===== config.mk =====
export PLATFORM = sky130hd
export DESIGN_NAME = spanning_tree_edge_filter
export DESIGN_NICKNAME = d
export VERILOG_FILES = /design/src/rtl/stfe_pkg.sv /design/src/rtl/stfe_label_mem.sv /design/src/rtl/spanning_tree_edge_filter.sv
export SDC_FILE = /design/constraint.sdc
export NUM_CORES = 1
export LEC_CHECK = 0
export BUFFER_PORTS_ARGS = -buffer_cell sky130_fd_sc_hd__buf_2
export CAP_MARGIN = 20
export CORE_MARGIN = 4
export CORE_UTILIZATION = 40
export CTS_BUF_LIST = sky130_fd_sc_hd__clkbuf_4 sky130_fd_sc_hd__clkbuf_8
export DETAILED_ROUTE_END_ITERATION = 8
export PLACE_DENSITY_LB_ADDON = 0.08
export SYNTH_ARGS = -nofsm -noshare
export SYNTH_HDL_FRONTEND = slang
export SYNTH_HIERARCHICAL = 1
export SYNTH_SLANG_ARGS = --single-unit

===== constraint.sdc =====
create_clock -name clk -period 4.3 [get_ports clk]
set_input_delay 0.645 -clock clk [delete_from_list [all_inputs] [get_ports clk]]
set_output_delay 0.645 -clock clk [all_outputs]
set_load 0.02 [all_outputs]

===== src/rtl/stfe_pkg.sv =====
package stfe_pkg;

	// node capacity and derived widths
	localparam int MAX_NODES = 64;
	localparam int NODE_W    = $clog2(MAX_NODES);
	localparam int CFG_W     = 7;
	localparam int KEPT_W    = 6;
	localparam int NCNT_W    = (CFG_W > NODE_W + 1) ? CFG_W : NODE_W + 1;
	localparam int WALK_W    = NODE_W + 1;

	localparam logic [KEPT_W-1:0] KEPT_MAX = '1;

	// configuration register map
	localparam int ADDR_W = 3;
	localparam int DATA_W = 32;
	localparam logic [ADDR_W-1:0] ADDR_NODE_COUNT = 3'd0;
	localparam logic [CFG_W-1:0]  NODE_COUNT_RST  = CFG_W'(MAX_NODES);

	typedef logic [NODE_W-1:0] label_t;

	typedef struct packed {
		logic [NODE_W-1:0] node_a;
		logic [NODE_W-1:0] node_b;
		logic              first_edge;
		logic              last_edge;
	} req_item_t;

	typedef struct packed {
		logic              keep_edge;
		logic [KEPT_W-1:0] kept_total;
		logic              tree_complete;
	} rsp_item_t;

	// access request from the control logic to the label memory
	typedef struct packed {
		logic   clear;
		logic   rd_en;
		label_t rd_addr;
		logic   wr_en;
		label_t wr_addr;
		label_t wr_data;
	} mem_req_t;

endpackage


===== src/rtl/stfe_label_mem.sv =====
module stfe_label_mem (
	input  logic              clk,
	input  logic              arst_n,
	input  stfe_pkg::mem_req_t mem_req,
	output stfe_pkg::label_t   rd_label
);
	import stfe_pkg::*;

	label_t               mem [MAX_NODES];
	logic [MAX_NODES-1:0] valid_q;
	label_t               rd_data_s1;
	label_t               rd_idx_s1;
	logic                 rd_valid_s1;

	// label storage, one write and one registered read per cycle
	always_ff @(posedge clk) begin
		if (mem_req.wr_en) begin
			mem[mem_req.wr_addr] <= mem_req.wr_data;
		end
		if (mem_req.rd_en) begin
			rd_data_s1 <= mem[mem_req.rd_addr];
			rd_idx_s1  <= mem_req.rd_addr;
		end
	end

	// per-entry valid bits, an unwritten entry reads as its own index
	always_ff @(posedge clk or negedge arst_n) begin
		if (!arst_n) begin
			valid_q     <= '0;
			rd_valid_s1 <= 1'b0;
		end else begin
			if (mem_req.rd_en) begin
				rd_valid_s1 <= valid_q[mem_req.rd_addr] && !mem_req.clear;
			end
			if (mem_req.clear) begin
				valid_q <= '0;
			end else if (mem_req.wr_en) begin
				valid_q[mem_req.wr_addr] <= 1'b1;
			end
		end
	end

	assign rd_label = rd_valid_s1 ? rd_data_s1 : rd_idx_s1;

endmodule


===== src/rtl/spanning_tree_edge_filter.sv =====
// Kruskal spanning-tree edge filter.
// Edges arrive on the req channel (req_valid/req_stall/req_data), sorted by
// descending weight. Each edge gives exactly one result on the rsp channel:
// whether it was kept, the running kept count and, on the last edge, whether
// the kept edges form a full spanning tree over node_count nodes.
// node_count is written over the APB port at byte address 0; the user must
// write it only while idle, as the block does not enforce this.
// A dropped edge passes through the states RDA, RDB and CMP to FIN, where the
// result register is loaded; a kept edge also runs a merge walk between CMP
// and FIN that reads every label in the label memory, one read per cycle,
// and writes back each matching label. One edge is in work at a time;
// req_stall is high until its result is loaded, so no new edge is taken before.
// The result register frees the input side: the next edge is taken while a
// result waits. If rsp_stall holds a result, the following result waits in
// its final state and req_stall stays high.
// Reset clears all labels to their own index, the kept count to zero and
// node_count to 64; a first_edge transfer restores labels and count at once.
module spanning_tree_edge_filter (
	input  logic                                  clk,
	input  logic                                  arst_n,
	input  logic                                  req_valid,
	output logic                                  req_stall,
	input  stfe_pkg::req_item_t                   req_data,
	output logic                                  rsp_valid,
	input  logic                                  rsp_stall,
	output stfe_pkg::rsp_item_t                   rsp_data,
	input  logic                                  psel,
	input  logic                                  penable,
	input  logic                                  pwrite,
	input  logic [stfe_pkg::ADDR_W-1:0]           paddr,
	input  logic [stfe_pkg::DATA_W-1:0]           pwdata,
	output logic [stfe_pkg::DATA_W-1:0]           prdata,
	output logic                                  pready
);
	import stfe_pkg::*;

	typedef enum logic [5:0] {
		S_IDLE = 6'b000001,
		S_RDA  = 6'b000010,
		S_RDB  = 6'b000100,
		S_CMP  = 6'b001000,
		S_WALK = 6'b010000,
		S_FIN  = 6'b100000
	} state_t;

	state_t            state_q;
	logic [CFG_W-1:0]  node_count_q;
	logic [NCNT_W-1:0] n_sat;
	req_item_t         item_q;
	logic              in_range_q;
	logic              keep_q;
	logic [KEPT_W-1:0] kept_q;
	label_t            la_q;
	label_t            lb_q;
	logic [WALK_W-1:0] walk_cnt_q;
	logic              walk_vld_s1;
	label_t            walk_idx_s1;
	logic              rsp_valid_q;
	rsp_item_t         rsp_data_q;
	mem_req_t          mem_req;
	label_t            rd_label;
	logic              req_xfer;
	logic              cfg_wr;
	logic              rsp_free;
	logic              complete;
	logic              walk_end;

	// configuration port
	assign pready = 1'b1;
	assign cfg_wr = psel && penable && pwrite && (paddr == ADDR_NODE_COUNT);

	always_ff @(posedge clk or negedge arst_n) begin
		if (!arst_n) begin
			node_count_q <= NODE_COUNT_RST;
		end else if (cfg_wr) begin
			node_count_q <= pwdata[CFG_W-1:0];
		end
	end

	always_comb begin
		prdata = '0;
		if (paddr == ADDR_NODE_COUNT) begin
			prdata[CFG_W-1:0] = node_count_q;
		end
	end

	// active node count, saturated at capacity
	assign n_sat = (NCNT_W'(node_count_q) > NCNT_W'(MAX_NODES)) ?
		NCNT_W'(MAX_NODES) : NCNT_W'(node_count_q);

	assign req_stall = (state_q != S_IDLE);
	assign req_xfer  = req_valid && !req_stall;
	assign rsp_free  = !rsp_valid_q || !rsp_stall;
	assign walk_end  = (walk_cnt_q == WALK_W'(MAX_NODES));
	assign complete  = item_q.last_edge && (n_sat != '0) &&
		(NCNT_W'(kept_q) == n_sat - 1'b1);

	// label memory accesses
	always_comb begin
		mem_req         = '0;
		mem_req.clear   = req_xfer && req_data.first_edge;
		mem_req.rd_addr = item_q.node_a;
		case (state_q)
			S_RDA: begin
				mem_req.rd_en   = 1'b1;
				mem_req.rd_addr = item_q.node_a;
			end
			S_RDB: begin
				mem_req.rd_en   = 1'b1;
				mem_req.rd_addr = item_q.node_b;
			end
			S_WALK: begin
				mem_req.rd_en   = !walk_end;
				mem_req.rd_addr = walk_cnt_q[NODE_W-1:0];
				mem_req.wr_en   = walk_vld_s1 && (rd_label == lb_q);
				mem_req.wr_addr = walk_idx_s1;
				mem_req.wr_data = la_q;
			end
			default: begin
			end
		endcase
	end

	stfe_label_mem u_label_mem (
		.clk      (clk),
		.arst_n   (arst_n),
		.mem_req  (mem_req),
		.rd_label (rd_label)
	);

	// item payload and label holding registers
	always_ff @(posedge clk) begin
		if (req_xfer) begin
			item_q     <= req_data;
			in_range_q <= (NCNT_W'(req_data.node_a) < n_sat) &&
				(NCNT_W'(req_data.node_b) < n_sat);
		end
		if (state_q == S_RDB) begin
			la_q <= rd_label;
		end
		if (state_q == S_CMP) begin
			lb_q <= rd_label;
		end
		walk_idx_s1 <= walk_cnt_q[NODE_W-1:0];
	end

	// sequencer
	always_ff @(posedge clk or negedge arst_n) begin
		if (!arst_n) begin
			state_q     <= S_IDLE;
			kept_q      <= '0;
			keep_q      <= 1'b0;
			walk_cnt_q  <= '0;
			walk_vld_s1 <= 1'b0;
		end else begin
			case (state_q)
				S_IDLE: begin
					if (req_xfer) begin
						keep_q  <= 1'b0;
						state_q <= S_RDA;
						if (req_data.first_edge) begin
							kept_q <= '0;
						end
					end
				end
				S_RDA: begin
					state_q <= S_RDB;
				end
				S_RDB: begin
					state_q <= S_CMP;
				end
				S_CMP: begin
					if (in_range_q && (la_q != rd_label)) begin
						keep_q     <= 1'b1;
						walk_cnt_q <= '0;
						state_q    <= S_WALK;
						if (kept_q != KEPT_MAX) begin
							kept_q <= kept_q + 1'b1;
						end
					end else begin
						state_q <= S_FIN;
					end
				end
				S_WALK: begin
					// read one label per cycle, write it back in the next cycle
					if (walk_end) begin
						walk_vld_s1 <= 1'b0;
						state_q     <= S_FIN;
					end else begin
						walk_vld_s1 <= 1'b1;
						walk_cnt_q  <= walk_cnt_q + 1'b1;
					end
				end
				S_FIN: begin
					if (rsp_free) begin
						state_q <= S_IDLE;
					end
				end
				default: begin
					state_q <= S_IDLE;
				end
			endcase
		end
	end

	// result register
	always_ff @(posedge clk or negedge arst_n) begin
		if (!arst_n) begin
			rsp_valid_q <= 1'b0;
		end else if ((state_q == S_FIN) && rsp_free) begin
			rsp_valid_q <= 1'b1;
		end else if (!rsp_stall) begin
			rsp_valid_q <= 1'b0;
		end
	end

	always_ff @(posedge clk) begin
		if ((state_q == S_FIN) && rsp_free) begin
			rsp_data_q.keep_edge     <= keep_q;
			rsp_data_q.kept_total    <= kept_q;
			rsp_data_q.tree_complete <= complete;
		end
	end

	assign rsp_valid = rsp_valid_q;
	assign rsp_data  = rsp_data_q;

	// label writes only happen during a merge walk
	a_wr_in_walk: assert property (@(posedge clk) disable iff (!arst_n)
		mem_req.wr_en |-> (state_q == S_WALK))
		else $error("label write outside merge walk");

	// a merge walk covers every label and then finishes
	a_walk_len: assert property (@(posedge clk) disable iff (!arst_n)
		$rose(state_q == S_WALK) |-> ##65 (state_q == S_FIN))
		else $error("merge walk length wrong");

	// a kept edge always reports a nonzero count
	a_keep_count: assert property (@(posedge clk) disable iff (!arst_n)
		(rsp_valid && rsp_data.keep_edge) |-> (rsp_data.kept_total != '0))
		else $error("kept edge with zero count");

	// a result is loaded only when the output slot is free
	a_no_overwrite: assert property (@(posedge clk) disable iff (!arst_n)
		(rsp_valid && rsp_stall) |=> (rsp_valid && $stable(rsp_data)))
		else $error("held result overwritten");

endmodule

# --- Word level (Yosys, flattened, before mapping) ---
# Memories as Yosys holds them, arrays and structs flattened. A register that Yosys moved wholly into a read port is not among the register bits.
# Index checks and enable logic that the tools add are counted.
word_totals:
  reg_bits: 140
  ramBits: 384
  inputBits: 56
  out_inout_bits: 43
  wordCells: 111
  n_memories: 1
memory_table:
  columns: ["memory", "depth", "word_bits", "rd", "rd_clocked_by_memory_dff", "write_ports", "line_no", "source"]
  rows:
  - ["u_label_mem.mem", 64, 6, 1, 1, 1, "stfe_label_mem.sv:9", "label_t mem [MAX_NODES];"]
classes:
  add_sub_neg: 3
  n_lt_le_gt_ge: 6
  eq_ne: 20
  mux: 32
  bitwise_logic: 1
  reduce_logical: 28
op_table:
  columns: ["cell", "n"]
  rows:
  - ["2-to-1 mux 64 bit", 2]
  - ["bitwise OR 64 bit", 1]
  - ["2-to-1 mux 6 bit", 9]
  - ["one-hot mux 6 bit (6 select lines)", 1]
  - ["2-to-1 mux 7 bit", 4]
  - ["one-hot mux 7 bit (3 select lines)", 1]
  - ["less-than comparator 6 x 7 -> 1 bit", 2]
  - ["less-than comparator 6 x 7 -> 1 bit (second input constant)", 2]
  - ["one-hot mux 7 bit (2 select lines)", 1]
  - ["logical AND 1 bit", 13]
  - ["2-to-1 mux 13 bit", 1]
  - ["one-hot mux 6 bit (2 select lines)", 1]
  - ["!= test 2 bit (second input constant)", 5]
  - ["2-to-1 mux 1 bit", 9]
  - ["AND reduction 3 bit", 3]
  - ["adder 7 x 1 -> 7 bit (second input constant)", 1]
  - ["== test 6 x 7 -> 1 bit", 1]
  - ["== test 7 bit (second input constant)", 1]
  - ["greater-than comparator 7 bit (second input constant)", 1]
  - ["nonzero test 7 bit", 1]
  - ["subtractor 7 x 1 -> 7 bit (second input constant)", 1]
  - ["adder 6 x 1 -> 6 bit (second input constant)", 1]
  - ["binary-select mux 1 bit (select 6 bit)", 1]
  - ["demux 1 bit (select 6 bit)", 1]
  - ["18 further kinds", 26]

# --- Depth between registers and ports, before layout ---
# Gate-level depths: netlist of run 1.
logic_depth:
  depth_word: 11
  depth_mapped: 15
  ltp_nobuf: 10

# --- Modules after synthesis ---
# Netlist of run 1, hierarchy kept.
by_module_without_submodules:
  columns: ["mod", "n_inst", "cells_per_inst", "area_per_inst_um2", "seq_area_each_um2"]
  rows:
  - ["stfe_label_mem", 1, 919, 18107.4, 13518.0]
  - ["spanning_tree_edge_filter", 1, 326, 3612.2, 1869.3]

# --- Worst setup path before layout of run 1 ---
# OpenSTA, ideal clock, no wires.
synth_timing:
  path_kind: "reg-to-reg"
  startpoint: "register state_q[1]"
  endpoint: "register u_label_mem.rd_data_s1[0], read port of u_label_mem.mem (data pin)"
  setup_ps: 270
  t_arrival_ps: 3457
  t_required_ps: 4030
  setup_slack_ps: 572
  stages_incl_launch_ff: 14
  path_buffers: 5
  synth_period_minus_slack_ps: 3728
  path_cell_list: "dfrtp_1 > buf_6 > or4_4 > nor3_4 > buf_2 > a22oi_1 > nand2_1 > clkbuf_1 > buf_4 > buf_2 > mux4_2 > mux4_2 > a211oi_1 > a21oi_1"
synth_rtl:
  columns: ["element", "line_no", "source"]
  rows:
  - ["start: declaration", "spanning_tree_edge_filter.sv:46", "state_t state_q;"]
  - ["start signal: assignment", "spanning_tree_edge_filter.sv:150", "state_q <= S_IDLE;"]
  - ["start signal: assignment", "spanning_tree_edge_filter.sv:160", "state_q <= S_RDA;"]
  - ["start signal: assignment", "spanning_tree_edge_filter.sv:167", "state_q <= S_RDB;"]
  - ["end: declaration", "stfe_label_mem.sv:11", "label_t rd_data_s1;"]

==> results of run 1 <==
-- layout make-up --
type / count / share of cell area (%)
flip-flops and latches: 530 / 61.19
multi-input cells: 646 / 23.67
clock buffers: 148 / 6.856
repair buffers: 135 / 4.020
well taps: 696 / 3.463
clock inverters: 23 / 0.6667
inverters: 9 / 0.1343
-- synth_stat cells, drive strengths merged (5+ instances only) --
library cell	number	area share (%)
o21ai	14	0.32
dfxtp	6	0.55
mux4	137	14
xnor2	18	0.73
buf	49	1.5
clkbuf	35	0.60
nand2	46	0.79
edfxtp	430	59
xor2	8	0.32
mux2i	14	0.65
ha	15	0.86
inv	8	0.14
nand4	9	0.26
a21oi	16	0.37
a22oi	10	0.35
nor2	209	3.6
mux2	15	0.78
nand2b	5	0.14
dfrtp	92	11
nor3	8	0.24
nor2b	8	0.23
and2	22	0.63
nand3	17	0.39
-- layer usage --
metal | share of wire, % | GRT usage, %
met2 | 49 | 28.55
met5 | 0 | 0
met1 | 45 | 25.32
met4 | 3.2 | 6.260
met3 | 3.4 | 3.394
-- worst max path at each step --
stage	cells after the start	slack, ns	end
after global placement	10	0.30	u_label_mem/rd_data_s1[3]
after floorplan	13	0.57	u_label_mem/rd_data_s1[0]
after global routing	11	0.13	u_label_mem/rd_data_s1[1]
after detailed placement	10	0.27	u_label_mem/rd_data_s1[3]
after CTS	10	0.27	u_label_mem/rd_data_s1[3]
final	11	0.26	u_label_mem/rd_data_s1[3]
-- cell families (layout without fill, tap and decap cells) --
kind of cell / count (synthesis) / count (layout) / share of synthesized area (%)
compound gates: 63 / 63 / 1.976
buf+inv: 93 / 315 / 2.293
flops: 530 / 530 / 70.85
other cells: 2 / 26 / 0.03458
mux: 166 / 166 / 15.63
fa+ha+maj: 15 / 15 / 0.8641
xor+xnor: 26 / 26 / 1.048
simple gates: 350 / 350 / 7.310
-- sequential cells by signal (all words and copies together) (netlist names), 6 cells and up --
signal                  flops
item_q                     13
kept_q                      6
la_q                        6
lb_q                        6
node_count_q                7
rsp_data                    8
state_q                     6
u_label_mem/mem           384
u_label_mem/rd_data_s1      6
u_label_mem/rd_idx_s1       6
u_label_mem/valid_q        64
walk_cnt_q                  7
walk_idx_s1                 6
-- where the power goes --
part           switching [mW]  internal (mW)  leakage, nW  total (mW)
registers              0.0847           5.65         6.11        5.73
logic                   0.897          0.657         2.75        1.55
clock network            2.00           2.66         1.00        4.65
total                    2.98           8.96         9.87        11.9
-- through the flow --
step	setup WS [ns]	hold slack, ns
6_report	0.2646	0.1348
2_1_floorplan	0.5722	0.3494
5_1_grt	0.1345	0.1112
3_3_place_gp	0.2980	0.4394
4_1_cts	0.2696	0.09668
3_5_place_dp	0.2731	0.4538
==> run_summary.xml, run 1 <==
<?xml version="1.0" encoding="UTF-8"?>
<metrics>
  <group name="run_status">
    <metric name="run_status" unit="">finished clean</metric>
  </group>
  <group name="timing">
    <metric name="setup_viol_count_final" unit="">0</metric>
    <metric name="report.final.slew_viol_count" unit="">0</metric>
    <metric name="slew_headroom" unit="%">30.53</metric>
    <metric name="clock.fmax" unit="MHz">247.8</metric>
    <metric name="fin_skew" unit="ns">0.02526</metric>
    <metric name="final.setup.tns" unit="ns">0</metric>
    <metric name="actual_transition_at_the_worst_max_transition_pin" unit="ns">1.040</metric>
    <metric name="finalWorstPathRequiredPeriod" unit="ns">4.035</metric>
    <metric name="finalCritPeriodShare" unit="%">93.85</metric>
    <metric name="unrepaired_setup_endpoints_after_global_routing" unit="">no</metric>
    <metric name="endpoints_failing_hold" unit="">0</metric>
  </group>
  <group name="final_layout">
    <metric name="fin_area" unit="sq mm">0.02515</metric>
    <metric name="syn2layout_area_growth" unit="%">15.78</metric>
    <metric name="multiInputGateArea" unit="sq mm">0.005953</metric>
    <metric name="mostFrequentLayoutCell" unit="">sky130_fd_sc_hd__edfxtp_1</metric>
    <metric name="seq_area" unit="sq mm">0.01539</metric>
    <metric name="fill_cells" unit="">4636</metric>
    <metric name="finish.utilization" unit="%">46.73</metric>
    <metric name="proportion_of_layout_cells_with_a_drive_suffix_above_1" unit="%">31.72</metric>
    <metric name="final_cell_count_no_fill" unit="">2187</metric>
    <metric name="ant_diodes" unit="">0</metric>
    <metric name="final_cell_mix" unit="">sky130_fd_sc_hd__edfxtp_1 (430), sky130_fd_sc_hd__nor2_1 (207), sky130_fd_sc_hd__mux4_2 (137)</metric>
    <metric name="layout.nets" unit="">1486</metric>
  </group>
  <group name="critical_path">
    <metric name="cpMaxStageDelayCell" unit="">sky130_fd_sc_hd__or4_4</metric>
    <metric name="arrival" unit="ns">4.40</metric>
    <metric name="worstSetupEndpointType" unit="">flip-flop</metric>
    <metric name="timing.critical_path.required" unit="ns">4.67</metric>
    <metric name="critPathLaunchType" unit="">flip-flop</metric>
    <metric name="worst_setup_path_startpoint" unit="">state_q[3]</metric>
    <metric name="worstSetupPathType" unit="">flip-flop to flip-flop</metric>
    <metric name="ff_to_ff_path_depth" unit="">11</metric>
    <metric name="worstPathCellList" unit="">or4_4 -&gt; nor3b_4 -&gt; nor2_1 -&gt; nand2_1 -&gt; nand2_4 -&gt; buf_12 -&gt; mux4_2 -&gt; mux4_2 -&gt; nor2b_1 -&gt; a211oi_1 -&gt; a21oi_1</metric>
    <metric name="critical_path_buf_inv_count" unit="">1</metric>
    <metric name="slowest_delay" unit="ns">0.58</metric>
    <metric name="cpMostUsedCell" unit="">sky130_fd_sc_hd__mux4_2</metric>
    <metric name="critical_path_peak_fanout" unit="">16</metric>
    <metric name="cp_top_family" unit="">simple AND/OR/NAND/NOR gates</metric>
    <metric name="r2r-end" unit="">u_label_mem/rd_data_s1[3]</metric>
    <metric name="r2r_setup_slack" unit="ns">0.26</metric>
    <metric name="worst_r2r_src" unit="">state_q[3]</metric>
  </group>
  <group name="floorplan">
    <metric name="core_footprint" unit="sq mm">0.05381</metric>
    <metric name="floorplan_row_count" unit="">85</metric>
    <metric name="floorplan.die_area" unit="sq mm">0.05809</metric>
    <metric name="die_w" unit="um">241.0</metric>
    <metric name="num_io_pins" unit="">99</metric>
    <metric name="chipHeight" unit="um">241.0</metric>
    <metric name="floorplan.initialDensity" unit="%">40.36</metric>
  </group>
  <group name="detailed_routing">
    <metric name="routed_wirelength" unit="mm">51.43</metric>
    <metric name="avgRoutedWirePerCell" unit="um">23.51</metric>
    <metric name="drt_iter0_drc" unit="">763</metric>
    <metric name="final_antenna_net_count" unit="">0</metric>
    <metric name="num_vias" unit="">11430</metric>
    <metric name="drt-pass1-iter-count" unit="">5</metric>
    <metric name="drc" unit="">0</metric>
    <metric name="post_drt_via_cell_ratio" unit="">5.228</metric>
  </group>
  <group name="clocking">
    <metric name="cts.repair.resized" unit="">0</metric>
    <metric name="cts_buffer_depth" unit="">3</metric>
    <metric name="clk_latency" unit="ns">0.65</metric>
    <metric name="tritoncts" unit="">yes</metric>
    <metric name="cts.reportedPaths.clkPinSlew" unit="ns">0.06</metric>
    <metric name="cts_inserted_buffers" unit="">93</metric>
    <metric name="numClockSinks" unit="">530</metric>
    <metric name="cts-htree-levels" unit="">3</metric>
    <metric name="postCtsSetupRepairBufs" unit="">0</metric>
    <metric name="clock_tree.root_cell" unit="">sky130_fd_sc_hd__clkbuf_8</metric>
    <metric name="cts_hold_buffers" unit="">0</metric>
  </group>
  <group name="synthesis">
    <metric name="synth.distinct_cells" unit="">59</metric>
    <metric name="netlist_instances" unit="">1245</metric>
    <metric name="synth_enable_flop_cells" unit="">430</metric>
    <metric name="synth_sequential_area_ratio" unit="%">70.85</metric>
    <metric name="synth.ff_latch_count" unit="">530</metric>
    <metric name="average_footprint_of_a_synthesized_cell" unit="sq um">17.45</metric>
    <metric name="synth_ff_type" unit="">sky130_fd_sc_hd__edfxtp_1</metric>
    <metric name="synthesis.yosys.warnings" unit="">6</metric>
    <metric name="cell_area_after_technology_mapping" unit="sq mm">0.02172</metric>
    <metric name="synth-async-reset-ratio" unit="%">17.74</metric>
  </group>
  <group name="run">
    <metric name="cap_violations" unit="">0</metric>
  </group>
  <group name="power">
    <metric name="leakage" unit="nW">9.866</metric>
    <metric name="post-layout-total-power" unit="mW">11.94</metric>
    <metric name="ir_worst_vdd" unit="uV">302.5</metric>
    <metric name="cellPowerDensity" unit="mW/mm^2">474.7</metric>
  </group>
  <group name="global_routing">
    <metric name="antenna_found_initial" unit="">0</metric>
    <metric name="grt_pass1_wl" unit="mm">76.62</metric>
    <metric name="overall_fraction_of_global_route_tracks_in_use" unit="%">18.01</metric>
    <metric name="number_of_global_route_vias_before_repair" unit="">11740</metric>
    <metric name="grt_max_degree" unit="">68</metric>
    <metric name="grt_remaining_overflow" unit="">0</metric>
  </group>
  <group name="placement">
    <metric name="post-place-cells" unit="">2016</metric>
    <metric name="dp_hpwl" unit="mm">32.91</metric>
    <metric name="port-buffer-count" unit="">47</metric>
    <metric name="routabilityCongestion" unit="">0.7430</metric>
    <metric name="dpl_cell_area" unit="sq mm">0.02326</metric>
  </group>
  <group name="min_path">
    <metric name="hold_path.class" unit="">input pin to async pin</metric>
  </group>
</metrics>
Power figures use the tool's default switching activity.
==> run 2, diff against run 1 <==
- CORE_ASPECT_RATIO: not set -> 0.7
- SYNTH_HIERARCHICAL: 1 -> not set
==> run 2 against run 1 <==
- cell area rose by 2.3%
- combinational power rose by 63%
- clock-buffer cell count fell by 30
- synthesized cell count rose by 49%
- worst setup slack improved by 0.31 ns
- non-clock buffer count fell by 16
- clock power fell by 7.3%
- flip-flop and latch count did not move
- total power rose by 5.6%
- critical path depth fell by 1
- clock skew fell by 0.0026 ns
- critical endpoint is now u_label_mem.rd_valid_s1
- highest routed layer unchanged
==> run_summary.xml, run 2 <==
<?xml version="1.0" encoding="UTF-8"?>
<metrics>
  <group name="synthesis">
    <metric name="average_footprint_of_a_synthesized_cell" unit="sq um">12.28</metric>
    <metric name="synth_sequential_area_ratio" unit="%">67.40</metric>
    <metric name="synth.top_cell.area_share" unit="%">56.56</metric>
    <metric name="synth_ff_type" unit="">sky130_fd_sc_hd__edfxtp_1</metric>
    <metric name="synth.distinct_cells" unit="">69</metric>
    <metric name="synth-async-reset-ratio" unit="%">17.74</metric>
    <metric name="netlist_instances" unit="">1859</metric>
    <metric name="synth_enable_flop_cells" unit="">430</metric>
    <metric name="synth_top_area_cell" unit="">sky130_fd_sc_hd__edfxtp_1</metric>
    <metric name="synthesis.yosys.warnings" unit="">0</metric>
    <metric name="synth.top_cells.by_count" unit="">sky130_fd_sc_hd__edfxtp_1 (430), sky130_fd_sc_hd__nand2_1 (342), sky130_fd_sc_hd__nor2_1 (199)</metric>
    <metric name="synth.ff_latch_count" unit="">530</metric>
    <metric name="most_frequent_cell_after_synthesis" unit="">sky130_fd_sc_hd__edfxtp_1</metric>
    <metric name="area_contributors_post_synth" unit="">sky130_fd_sc_hd__edfxtp_1 (57%), sky130_fd_sc_hd__dfrtp_1 (10%), sky130_fd_sc_hd__nand2_1 (5.6%), sky130_fd_sc_hd__nor2_1 (3.3%), sky130_fd_sc_hd__nand3_1 (3.0%)</metric>
    <metric name="cell_area_after_technology_mapping" unit="sq mm">0.02283</metric>
  </group>
  <group name="power">
    <metric name="cellPowerDensity" unit="mW/mm^2">489.9</metric>
    <metric name="leakage" unit="nW">9.805</metric>
    <metric name="ir_worst_vdd" unit="uV">291.3</metric>
  </group>
  <group name="global_routing">
    <metric name="antenna_found_initial" unit="">2</metric>
    <metric name="grt_max_degree" unit="">81</metric>
    <metric name="number_of_global_route_vias_before_repair" unit="">15070</metric>
    <metric name="grt_remaining_overflow" unit="">0</metric>
    <metric name="overall_fraction_of_global_route_tracks_in_use" unit="%">21.70</metric>
    <metric name="grt_pass1_wl" unit="mm">99.13</metric>
  </group>
  <group name="clocking">
    <metric name="cts.reportedPaths.clkPinSlew" unit="ns">0.07</metric>
    <metric name="clock_tree.root_cell" unit="">sky130_fd_sc_hd__clkbuf_8</metric>
    <metric name="cts_hold_buffers" unit="">0</metric>
    <metric name="cts.repair.resized" unit="">0</metric>
    <metric name="tritoncts" unit="">yes</metric>
    <metric name="postCtsSetupRepairBufs" unit="">0</metric>
    <metric name="cts_buffer_depth" unit="">3</metric>
    <metric name="numClockSinks" unit="">530</metric>
    <metric name="cts_inserted_buffers" unit="">84</metric>
    <metric name="clk_latency" unit="ns">0.66</metric>
    <metric name="cts-htree-levels" unit="">3</metric>
  </group>
  <group name="placement">
    <metric name="place_ws" unit="ns">0.6377</metric>
    <metric name="routabilityCongestion" unit="">0.8141</metric>
    <metric name="port-buffer-count" unit="">47</metric>
    <metric name="dp_hpwl" unit="mm">39.54</metric>
  </group>
  <group name="timing">
    <metric name="final_critical_path_setup_slack" unit="ns">0.5709</metric>
    <metric name="actual_transition_at_the_worst_max_transition_pin" unit="ns">1.079</metric>
    <metric name="fin_skew" unit="ns">0.02268</metric>
    <metric name="unrepaired_setup_endpoints_after_global_routing" unit="">no</metric>
    <metric name="finalHoldWorstSlack" unit="ns">0.05474</metric>
    <metric name="setup_viol_count_final" unit="">0</metric>
    <metric name="slew_headroom" unit="%">28.01</metric>
    <metric name="finalCritPeriodShare" unit="%">86.72</metric>
    <metric name="clock.fmax" unit="MHz">268.2</metric>
    <metric name="report.final.slew_viol_count" unit="">0</metric>
    <metric name="final.setup.tns" unit="ns">0</metric>
    <metric name="endpoints_failing_hold" unit="">0</metric>
    <metric name="finalWorstPathRequiredPeriod" unit="ns">3.729</metric>
  </group>
  <group name="run">
    <metric name="cap_violations" unit="">0</metric>
  </group>
  <group name="critical_path">
    <metric name="ff_to_ff_path_depth" unit="">10</metric>
    <metric name="timing.critical_path.required" unit="ns">4.82</metric>
    <metric name="worstSetupEndpointType" unit="">flip-flop</metric>
    <metric name="cpMostUsedCell" unit="">sky130_fd_sc_hd__o211ai_1</metric>
    <metric name="critical_path_buf_inv_count" unit="">2</metric>
    <metric name="slowest_delay" unit="ns">0.64</metric>
    <metric name="worstPathCellList" unit="">nor4_4 -&gt; nand2_2 -&gt; a221oi_4 -&gt; clkinv_2 -&gt; buf_4 -&gt; nor2_1 -&gt; a32oi_1 -&gt; a31o_1 -&gt; o211ai_1 -&gt; o211ai_1</metric>
    <metric name="cpMaxStageDelayCell" unit="">sky130_fd_sc_hd__a221oi_4</metric>
    <metric name="levels_on_crit_path" unit="">10</metric>
    <metric name="critical_path_peak_fanout" unit="">64</metric>
    <metric name="cp_top_family" unit="">compound AO/OA/AOI/OAI gates</metric>
    <metric name="critPathLaunchType" unit="">flip-flop</metric>
    <metric name="arrival" unit="ns">4.25</metric>
    <metric name="worstSetupPathType" unit="">flip-flop to flip-flop</metric>
  </group>
  <group name="final_layout">
    <metric name="largest_reg_flops" unit="">384</metric>
    <metric name="syn2layout_area_growth" unit="%">12.72</metric>
    <metric name="multiInputGateArea" unit="sq mm">0.006685</metric>
    <metric name="largest-register" unit="">u_label_mem.mem</metric>
    <metric name="layout.nets" unit="">2001</metric>
    <metric name="mostFrequentLayoutCell" unit="">sky130_fd_sc_hd__edfxtp_1</metric>
    <metric name="seq_area" unit="sq mm">0.01539</metric>
    <metric name="fill_cells" unit="">5136</metric>
    <metric name="proportion_of_layout_cells_with_a_drive_suffix_above_1" unit="%">15.17</metric>
    <metric name="top_regs" unit="">u_label_mem.mem x384, u_label_mem.valid_q x64, item_q x13</metric>
    <metric name="final_cell_mix" unit="">sky130_fd_sc_hd__edfxtp_1 (430), sky130_fd_sc_hd__nand2_1 (342), sky130_fd_sc_hd__nor2_1 (198)</metric>
  </group>
  <group name="floorplan">
    <metric name="floorplan.initialDensity" unit="%">40.87</metric>
    <metric name="num_io_pins" unit="">99</metric>
    <metric name="floorplan.die_area" unit="sq mm">0.06102</metric>
    <metric name="die_w" unit="um">293.5</metric>
    <metric name="core_footprint" unit="sq mm">0.05585</metric>
    <metric name="floorplan_row_count" unit="">72</metric>
    <metric name="chipHeight" unit="um">207.9</metric>
  </group>
  <group name="run_status">
    <metric name="run_status" unit="">finished clean</metric>
  </group>
  <group name="min_path">
    <metric name="hold_path.class" unit="">input pin to async pin</metric>
  </group>
  <group name="detailed_routing">
    <metric name="avgRoutedWirePerCell" unit="um">24.45</metric>
    <metric name="post_drt_via_cell_ratio" unit="">5.631</metric>
    <metric name="drt_iter0_drc" unit="">1476</metric>
    <metric name="routed_wirelength" unit="mm">66.98</metric>
    <metric name="final_antenna_net_count" unit="">0</metric>
    <metric name="num_vias" unit="">15430</metric>
    <metric name="drt-pass1-iter-count" unit="">5</metric>
    <metric name="drc" unit="">0</metric>
  </group>
</metrics>
run 2: changes by cell type in the layout (fill, tap and decap cells not counted), sizes merged, moves of 11 or more:
cell    before  now
a311oi       0   49
clkbuf     148  118
inv          9   28
nand2       46  343
buf        135  119
mux4       137    0
or3          2   13
nand3       17  137
a211oi       3   53
clkinv      16   32
o31a         0   54
nor3         8   20
a311o        0   51
run 2: report_power, final:
group	internal, mW	switching (mW)
combinational	0.754	1.78
sequential	5.65	0.113
clock	2.25	2.06
total	8.66	3.95
run 2: logic make-up after synthesis:
| group | count (synthesis) | synth area share (%) |
|---|---|---|
| adder cells (fa/ha/maj) | 15 | 0.8221 |
| AO/OA/AOI/OAI | 284 | 10.38 |
| flip-flops | 530 | 67.40 |
| AND/OR/NAND/NOR | 788 | 15.14 |
| buffers and inverters | 185 | 3.880 |
| multiplexers | 27 | 1.228 |
| XOR/XNOR | 28 | 1.107 |
| other | 2 | 0.03290 |
run 2: final cells by class:
type	count	area share (%)
Antenna cell	2	0.01945
Clock inverter	36	0.8509
Timing Repair Buffer	119	3.705
Sequential cell	530	59.80
Multi-Input combinational cell	1168	25.98
Clock buffer	118	5.631
Inverter	27	0.4182
Tap cell	740	3.598
run 2: path summary, 6_finish.rpt:
| check | slack (ns) | to | startpoint |
|---|---|---|---|
| worst max register to register | 0.57 | u_label_mem.rd_valid_s1 | state_q[1] |
| worst min register to register | 0.47 | rsp_data[7] | keep_q |
| worst max-delay path | 0.57 | u_label_mem.rd_valid_s1 | state_q[1] |
| max in group asynchronous | 3.37 | u_label_mem.valid_q[25] | arst_n |
| worst min-delay path | 0.05 | node_count_q[4] | arst_n |
| min in group clk | 0.17 | item_q[0] | req_data[0] |
run 2: metal layers:
layer  vias to the layer above  GRT usage, %  part of all wire (%)
met3                       126         5.529                   8.0
met1                      7749         34.24                    50
met4                         0         6.511                   2.5
met2                       582         29.04                    40
met5                         -             0                     0
li1                       6973             -                     -
run 2: metrics by stage:
| step | cells | area (sq um) | total power [mW] | utilization, % |
|---|---|---|---|---|
| 3_5_place_dp | 2584 | 24060 | 8.367 | 43.08 |
| 6_report | 2740 | 25730 | 12.61 | 46.07 |
| 5_1_grt | 2739 | 25730 | 13.15 | 46.07 |
| 2_1_floorplan | 1883 | 22920 | 7.370 | - |
| 3_3_place_gp | 2584 | 24060 | 8.356 | 43.08 |
| 4_1_cts | 2738 | 25730 | 12.70 | 46.06 |
